### src/sv/hsvp_pkg.sv
// hsvp_pkg: shared constants and types for the HSV color-plane generator.
// Used by hsvp_div and hsv_plane_to_rgb; depends on nothing.
package hsvp_pkg;

	// plane geometry and color constants
	localparam int SIDE     = 470;
	localparam int CH_MAX   = 255;
	localparam int DEG_SECT = 60;
	localparam int HUE_FULL = 360;

	// fixed field widths
	localparam int ROW_W  = 9;
	localparam int HUE_W  = 9;
	localparam int CH_W   = 8;
	localparam int IDX_W  = 18;
	localparam int FR_W   = 6;

	// clamped row/column width
	localparam int R_W = $clog2(SIDE + 1);

	// every channel is floor(255*r*K / (60*SIDE^2)) with K = 60*SIDE - c*m
	localparam int KMAX = DEG_SECT * SIDE;
	localparam int K_W  = $clog2(KMAX + 1);
	localparam int A_W  = $clog2(CH_MAX * SIDE + 1);

	localparam longint unsigned NUM_MAX = longint'(CH_MAX) * longint'(SIDE) * longint'(KMAX);
	localparam int NUM_W = $clog2(NUM_MAX + 1);

	// common denominator and its scaled reciprocal (estimate is low by at most one)
	localparam longint unsigned D60    = longint'(DEG_SECT) * longint'(SIDE) * longint'(SIDE);
	localparam longint unsigned RECIP  = (longint'(1) << NUM_W) / D60;
	localparam int RECIP_W = $clog2(RECIP + 1);
	localparam int PROD_W  = NUM_W + RECIP_W;

	// numerator word handed to the divider lanes
	typedef logic [NUM_W-1:0] num_t;
	typedef logic [CH_W-1:0]  chan_t;

endpackage

### src/sv/hsvp_div.sv
// hsvp_div: divide one channel numerator by 60*SIDE^2 with a reciprocal
// multiply and a single correction step. Depends on hsvp_pkg.
module hsvp_div (
	input  logic            clk,
	input  logic            en,
	input  hsvp_pkg::num_t  num,
	output hsvp_pkg::chan_t quot
);

	logic [hsvp_pkg::PROD_W-1:0] prod;
	hsvp_pkg::num_t              num_s3;
	hsvp_pkg::chan_t             est_s3;
	hsvp_pkg::num_t              rem;

	// reciprocal estimate: floor(num * RECIP / 2^NUM_W), low by at most one
	assign prod = hsvp_pkg::PROD_W'(num) * hsvp_pkg::PROD_W'(hsvp_pkg::RECIP);

	// payload only, no reset needed
	always_ff @(posedge clk) begin
		if (en) begin
			num_s3 <= num;
			est_s3 <= prod[hsvp_pkg::NUM_W +: hsvp_pkg::CH_W];
		end
	end

	// remainder check bumps the estimate when it fell one short
	assign rem  = num_s3 - hsvp_pkg::NUM_W'(hsvp_pkg::NUM_W'(est_s3) *
		hsvp_pkg::NUM_W'(hsvp_pkg::D60));
	assign quot = (rem >= hsvp_pkg::NUM_W'(hsvp_pkg::D60)) ? est_s3 + 1'b1 : est_s3;

endmodule

### src/sv/hsv_plane_to_rgb.sv
// hsv_plane_to_rgb: top level of the HSV color-plane generator.
// Depends on hsvp_pkg and hsvp_div.
//
// Takes one pixel word (row, col) per clock and returns one RGB word per
// clock while the output is not stalled. Stage 1 clamps the coordinates
// and forms the small hue-fraction products, stage 2 holds the four wide
// channel numerators, stage 3 the reciprocal-multiply quotient estimates,
// and stage 4 the corrected channels after sector selection. Each stage
// advances on its own, so a stalled output fills bubbles before input stops.
// The user must write hue through hue_we/hue only while the block is idle
// (not enforced); it is reduced modulo 360 and split at write time into
// sector and fraction. No start-up sweep: ready right after reset.
module hsv_plane_to_rgb (
	input  logic                        clk,
	input  logic                        arst_n,
	// hue register
	input  logic                        hue_we,
	input  logic [hsvp_pkg::HUE_W-1:0]  hue,
	// pixel input
	input  logic                        in_valid,
	output logic                        in_ready,
	input  logic [hsvp_pkg::ROW_W-1:0]  row,
	input  logic [hsvp_pkg::ROW_W-1:0]  col,
	// color output
	output logic                        out_valid,
	input  logic                        out_ready,
	output logic [hsvp_pkg::CH_W-1:0]   red,
	output logic [hsvp_pkg::CH_W-1:0]   green,
	output logic [hsvp_pkg::CH_W-1:0]   blue,
	output logic [hsvp_pkg::IDX_W-1:0]  pixel_index
);

	typedef enum logic [2:0] {
		SECT_RY, SECT_YG, SECT_GC, SECT_CB, SECT_BM, SECT_MR
	} sector_t;

	sector_t                     sector_q, sector_d;
	logic [hsvp_pkg::FR_W-1:0]   fr_q, frc_q, fr_d;
	logic [hsvp_pkg::HUE_W-1:0]  h_mod;

	logic en1, en2, en3, en4;
	logic valid_s1, valid_s2, valid_s3, valid_s4;

	logic [hsvp_pkg::R_W-1:0]   r_c, c_c;
	logic [hsvp_pkg::A_W-1:0]   a_c, a_s1;
	logic [hsvp_pkg::K_W-1:0]   kp_s1, kq_s1, kt_s1;
	logic [hsvp_pkg::IDX_W-1:0] idx_s1, idx_s2, idx_s3;

	hsvp_pkg::num_t  nv_s2, np_s2, nq_s2, nt_s2;
	hsvp_pkg::chan_t qv, qp, qq, qt;

	// hue decode: modulo 360, then sector and fraction
	always_comb begin
		h_mod = (hue >= hsvp_pkg::HUE_W'(hsvp_pkg::HUE_FULL)) ?
			hue - hsvp_pkg::HUE_W'(hsvp_pkg::HUE_FULL) : hue;
		if (h_mod < hsvp_pkg::HUE_W'(hsvp_pkg::DEG_SECT)) begin
			sector_d = SECT_RY;
			fr_d     = hsvp_pkg::FR_W'(h_mod);
		end else if (h_mod < hsvp_pkg::HUE_W'(2 * hsvp_pkg::DEG_SECT)) begin
			sector_d = SECT_YG;
			fr_d     = hsvp_pkg::FR_W'(h_mod - hsvp_pkg::HUE_W'(hsvp_pkg::DEG_SECT));
		end else if (h_mod < hsvp_pkg::HUE_W'(3 * hsvp_pkg::DEG_SECT)) begin
			sector_d = SECT_GC;
			fr_d     = hsvp_pkg::FR_W'(h_mod - hsvp_pkg::HUE_W'(2 * hsvp_pkg::DEG_SECT));
		end else if (h_mod < hsvp_pkg::HUE_W'(4 * hsvp_pkg::DEG_SECT)) begin
			sector_d = SECT_CB;
			fr_d     = hsvp_pkg::FR_W'(h_mod - hsvp_pkg::HUE_W'(3 * hsvp_pkg::DEG_SECT));
		end else if (h_mod < hsvp_pkg::HUE_W'(5 * hsvp_pkg::DEG_SECT)) begin
			sector_d = SECT_BM;
			fr_d     = hsvp_pkg::FR_W'(h_mod - hsvp_pkg::HUE_W'(4 * hsvp_pkg::DEG_SECT));
		end else begin
			sector_d = SECT_MR;
			fr_d     = hsvp_pkg::FR_W'(h_mod - hsvp_pkg::HUE_W'(5 * hsvp_pkg::DEG_SECT));
		end
	end

	// hue register, kept in decoded form
	always_ff @(posedge clk or negedge arst_n) begin
		if (!arst_n) begin
			sector_q <= SECT_RY;
			fr_q     <= '0;
			frc_q    <= hsvp_pkg::FR_W'(hsvp_pkg::DEG_SECT);
		end else if (hue_we) begin
			sector_q <= sector_d;
			fr_q     <= fr_d;
			frc_q    <= hsvp_pkg::FR_W'(hsvp_pkg::DEG_SECT) - fr_d;
		end
	end

	// per-stage advance: a stage loads when empty or when its word moves on
	assign en4      = !valid_s4 || out_ready;
	assign en3      = !valid_s3 || en4;
	assign en2      = !valid_s2 || en3;
	assign en1      = !valid_s1 || en2;
	assign in_ready = en1;

	always_ff @(posedge clk or negedge arst_n) begin
		if (!arst_n) begin
			valid_s1 <= 1'b0;
			valid_s2 <= 1'b0;
			valid_s3 <= 1'b0;
			valid_s4 <= 1'b0;
		end else begin
			if (en1) valid_s1 <= in_valid;
			if (en2) valid_s2 <= valid_s1;
			if (en3) valid_s3 <= valid_s2;
			if (en4) valid_s4 <= valid_s3;
		end
	end

	// stage 1: clamp to the plane, 255*r, and K terms for p, q, t
	assign r_c = (int'(row) > hsvp_pkg::SIDE) ? hsvp_pkg::R_W'(hsvp_pkg::SIDE) :
		hsvp_pkg::R_W'(row);
	assign c_c = (int'(col) > hsvp_pkg::SIDE) ? hsvp_pkg::R_W'(hsvp_pkg::SIDE) :
		hsvp_pkg::R_W'(col);
	assign a_c = hsvp_pkg::A_W'(hsvp_pkg::A_W'(r_c) * hsvp_pkg::A_W'(hsvp_pkg::CH_MAX));

	always_ff @(posedge clk) begin
		if (en1) begin
			a_s1   <= a_c;
			kp_s1  <= hsvp_pkg::K_W'(hsvp_pkg::KMAX) -
				hsvp_pkg::K_W'(hsvp_pkg::K_W'(c_c) * hsvp_pkg::K_W'(hsvp_pkg::DEG_SECT));
			kq_s1  <= hsvp_pkg::K_W'(hsvp_pkg::KMAX) -
				hsvp_pkg::K_W'(hsvp_pkg::K_W'(c_c) * hsvp_pkg::K_W'(fr_q));
			kt_s1  <= hsvp_pkg::K_W'(hsvp_pkg::KMAX) -
				hsvp_pkg::K_W'(hsvp_pkg::K_W'(c_c) * hsvp_pkg::K_W'(frc_q));
			idx_s1 <= hsvp_pkg::IDX_W'(hsvp_pkg::IDX_W'(row) *
				hsvp_pkg::IDX_W'(hsvp_pkg::SIDE) + hsvp_pkg::IDX_W'(col));
		end
	end

	// stage 2: wide numerators 255*r*K
	always_ff @(posedge clk) begin
		if (en2) begin
			nv_s2  <= hsvp_pkg::NUM_W'(hsvp_pkg::NUM_W'(a_s1) *
				hsvp_pkg::NUM_W'(hsvp_pkg::KMAX));
			np_s2  <= hsvp_pkg::NUM_W'(hsvp_pkg::NUM_W'(a_s1) * hsvp_pkg::NUM_W'(kp_s1));
			nq_s2  <= hsvp_pkg::NUM_W'(hsvp_pkg::NUM_W'(a_s1) * hsvp_pkg::NUM_W'(kq_s1));
			nt_s2  <= hsvp_pkg::NUM_W'(hsvp_pkg::NUM_W'(a_s1) * hsvp_pkg::NUM_W'(kt_s1));
			idx_s2 <= idx_s1;
		end
	end

	// stage 3: one divider lane per channel term
	hsvp_div u_div_v (.clk(clk), .en(en3), .num(nv_s2), .quot(qv));
	hsvp_div u_div_p (.clk(clk), .en(en3), .num(np_s2), .quot(qp));
	hsvp_div u_div_q (.clk(clk), .en(en3), .num(nq_s2), .quot(qq));
	hsvp_div u_div_t (.clk(clk), .en(en3), .num(nt_s2), .quot(qt));

	always_ff @(posedge clk) begin
		if (en3) idx_s3 <= idx_s2;
	end

	// stage 4: sector select into the output register
	always_ff @(posedge clk) begin
		if (en4) begin
			pixel_index <= idx_s3;
			case (sector_q)
				SECT_RY: begin red <= qv; green <= qt; blue <= qp; end
				SECT_YG: begin red <= qq; green <= qv; blue <= qp; end
				SECT_GC: begin red <= qp; green <= qv; blue <= qt; end
				SECT_CB: begin red <= qp; green <= qq; blue <= qv; end
				SECT_BM: begin red <= qt; green <= qp; blue <= qv; end
				default: begin red <= qv; green <= qp; blue <= qq; end
			endcase
		end
	end

	assign out_valid = valid_s4;

endmodule
### config.mk
export PLATFORM = sky130hd
export DESIGN_NAME = hsv_plane_to_rgb
export DESIGN_NICKNAME = d
export VERILOG_FILES = /design/src/sv/hsvp_pkg.sv /design/src/sv/hsvp_div.sv /design/src/sv/hsv_plane_to_rgb.sv
export SDC_FILE = /design/constraint.sdc
export NUM_CORES = 2
export LEC_CHECK = 0
export ABC_AREA = 1
export BUFFER_PORTS_ARGS = -buffer_cell sky130_fd_sc_hd__buf_2
export CAP_MARGIN = 0
export CORE_UTILIZATION = 59
export CTS_CLUSTER_SIZE = 8
export DETAILED_ROUTE_END_ITERATION = 8
export PLACE_DENSITY = 0.73
export SLEW_MARGIN = 20
export SYNTH_ARGS = -nofsm -noshare
export SYNTH_HDL_FRONTEND = slang
export SYNTH_SLANG_ARGS = --single-unit
export TNS_END_PERCENT = 30
### constraint.sdc
create_clock -name clk -period 11.9 [get_ports clk]
set_input_delay 2.38 -clock clk [delete_from_list [all_inputs] [get_ports clk]]
set_output_delay 2.38 -clock clk [all_outputs]
set_load 0.02 [all_outputs]
==> metrics.md <==
| Metric | Value |
|---|---|
| Die X | between 300 and 400 um |
| Max_slew headroom | 0.264 |
| Post-placement cell area | about 0.085 sq mm |
| Diodes inserted | 0 |
| Critical path arrival | 8210 ps |
| Top Ports | between 70 and 80 |
| Max incr delay on CP | 670 ps |
| Vias in the first global route | 66400 |
| Vias per inst | between 5 and 6 |
| Core area | 0.138 sq mm |
| # port buffers | 75 |
| Hold Crit Class | flop to flop |
| Initial detailed-routing violation count | 3953 |
| First-pass GRT wire length | between 300 and 400 mm |
| DRT Wirelength | 199 mm |
| DRC | 0 |
| Post-Syn Instances | around 10000 |
| Req. time, crit path | 12270 ps |
| Initial antenna violation count | 3 |
| Design Area, Final | approximately 0.087 sq mm |
| Total track usage | 0.290 |
| Top sig layer | met5 |
| RSZ-0062 raised after global routing | false |
| Largest net degree at the start of global routing | 100 |
| CP max-delay cell | fa_1 |
| Unique masters post-synth | 58 |
| Clock root buffer | clkbuf_16 |
| Final Max Slew Viols | 0 |
| Total gr overflow | 0 |
| CP Capture Type | flop |
| Area leader, netlist | fa_1 |
| Syn avg cell area | 8.27 sq um |
| H-tree Lvls | 3 |
| DIE HEIGHT | 376 um |
| Die area | 0.142 sq mm |
| Initial Util | 0.598 |
| Cell mode on critical path | nand2_1 |
| Asr flop ratio synth | 0.0410 |
| Placed cell count | 11800 |
| Post-Route Skew | 31.3 ps |
| # hold bufs at CTS | 0 |
| CTS tree | yes |
| Hold_ws | 412 ps |
| Detailed Routing Iterations Pass 1 | 6 |
| Slew @ Worst Pin | 1100 ps |
| Startpoint Class | flop |
| Netlist Area Pre-Place | 0.0826 sq mm |
| Post-synth EDFFs | around 420 |
| # rows | 136 |
| Hold Vio Cnt, Final | 0 |
| Routed wire per std cell | around 17 um |
| Area Overhead vs Synth | 5.05% |
| Yosys top cell area share | 0.240 |
| Seq cells post-synth | 439 |
| Postcts setup bufs | 0 |
| Final setup viols | 0 |
| Post-DP HPWL | 166 mm |
| Clk_lat worst skew | 660 ps |
| Min Clock Period, post-route | 7840 ps |
| Status | completed |
| Antenna Nets Post-Route | 0 |
| Crit Path Max Fanout | 9 |
| Max Fclk | 128 MHz |
| Max Cap Viol | 0 |
| Syn_nets | 12500 |
| Main area contributors after synthesis | fa_1, ha_1, edfxtp_1 |
| Final worst-path cycle share | 0.659 |
| Max Root-Sink Buffers | 3 |
| Dominant synthesized flop cell | edfxtp_1 |
| Met3 wire len | 11.4 mm |
| Cts bufs inserted | between 60 and 70 |
| Routed met2 length | approximately 95 mm |
| Clk sinks | between 400 and 500 |
| Via Count | 64000 |
| Metal-1 WL | approximately 87 mm |
| Placer Congestion | 0.920 |
| Post-CTS Resized | 0 |
| Share of layout cells above drive strength 1 | 0.0245 |
| Clock-pin slew on the worst setup and hold paths | 50 ps |
| CP Class | flop to flop |
| Non-Filler Instances | 11900 |
| NumNets Final | 12500 |
| Setup_tns | 0 ps |
| Register area share after synthesis | 0.159 |
| Synth warn | 0 |
registers in the layout (all words and copies together) (netlist names), 8 cells and up:
name / cells
u_div_p.num_s3: 28
kq_s1: 15
green: 8
nt_s2: 31
nq_s2: 32
kp_s1: 13
u_div_v.est_s3: 8
u_div_t.est_s3: 8
u_div_v.num_s3: 28
pixel_index: 18
red: 8
u_div_p.est_s3: 8
idx_s1: 18
u_div_t.num_s3: 28
u_div_q.num_s3: 28
idx_s2: 18
u_div_q.est_s3: 8
np_s2: 30
idx_s3: 18
kt_s1: 14
nv_s2: 29
a_s1: 17
blue: 8
cell usage in the layout (no fill, tap or decap), types with 5 or more instances in the layout:
| cell | count |
|---|---|
| inv_1 | 2432 |
| nand2_1 | 2135 |
| ha_1 | 1475 |
| fa_1 | 990 |
| a21oi_1 | 462 |
| nor2_1 | 442 |
| edfxtp_1 | 421 |
| nand3_1 | 339 |
| xor2_1 | 249 |
| o21ai_0 | 195 |
| xnor2_1 | 135 |
| nand4_1 | 109 |
| buf_2 | 75 |
| nor3_1 | 71 |
| clkbuf_16 | 69 |
| a31oi_1 | 41 |
| o21bai_1 | 37 |
| a21o_1 | 33 |
| buf_4 | 27 |
| o21a_1 | 25 |
| nand3b_1 | 19 |
| clkbuf_1 | 19 |
| o21ai_1 | 16 |
| o211ai_1 | 15 |
| dfrtp_1 | 14 |
| or2_2 | 13 |
| nor4_1 | 13 |
| nand2_2 | 12 |
| a21boi_0 | 11 |
| a211oi_1 | 9 |
| o31ai_1 | 8 |
| and2_1 | 7 |
| clkinv_1 | 6 |
| inv_6 | 6 |
| o221ai_1 | 5 |
| inv_2 | 5 |
final cells by class:
class	instances	area (sq um)
Fill cell	12100	51400
Multi-Input combinational cell	6917	59600
Clock buffer	92	1850
Inverter	2443	9180
Tap cell	1863	2330
Clock inverter	9	97.6
Sequential cell	439	13100
Timing Repair Buffer	102	578
critical path: cells and delay by family, from the launching register on:
kind	cells	cell delay (ps)
buf+inv	3	200
compound gates	8	1770
xor+xnor	1	180
simple gates	15	1990
flops	1	600
fa+ha+maj	6	2790
worst paths after layout:
path / start / endpoint / slack, ps / cells after the start
min in group asynchronous: arst_n / out_valid / 1710 / 1
worst max-delay path: u_div_p.est_s3[6] / green[5] / 4060 / 33
worst max register to register: u_div_p.est_s3[6] / green[5] / 4060 / 33
worst min register to register: idx_s3[5] / pixel_index[5] / 410 / 0
worst min-delay path: idx_s3[5] / pixel_index[5] / 410 / 0
max in group asynchronous: arst_n / frc_q[2] / 9810 / 1
per-layer routing:
| metal | up-vias | GRT usage |
|---|---|---|
| met5 | - | 0 |
| met4 | 2 | 0.0818 |
| met3 | 328 | 0.0386 |
| met2 | 1679 | 0.495 |
| met1 | 30900 | 0.385 |
| li1 | 31100 | - |
cell families after synthesis:
kind of cell	count (synthesis)	share of synthesized area
flip-flops	439	0.159
buffers and inverters	2629	0.120
AO/OA/AOI/OAI	885	0.0601
AND/OR/NAND/NOR	3183	0.158
adder cells (fa/ha/maj)	2465	0.463
XOR/XNOR	384	0.0407
cells in the mapped netlist, types with 37 or more instances:
master and number:
edfxtp_1 421, nor2_1 442, fa_1 990, clkbuf_1 183, o21bai_1 37, inv_1 2435, nand2_1 2136, ha_1 1475
a31oi_1 41, xor2_1 249, a21oi_1 462, o21ai_0 195, nor3_1 71, xnor2_1 135, nand3_1 339, nand4_1 109
per-stage QoR:
| stage | worst slack, ps | utilization |
|---|---|---|
| after detailed placement | 3650 | 0.614 |
| after global routing | 3350 | 0.628 |
| after CTS | 4060 | 0.628 |
| after floorplan | 808 | - |
| after global placement | 3700 | 0.614 |
| final | 4060 | 0.628 |
Power is not shown: default switching activity piles up to over one toggle a cycle in this logic, so the estimate is an artifact.
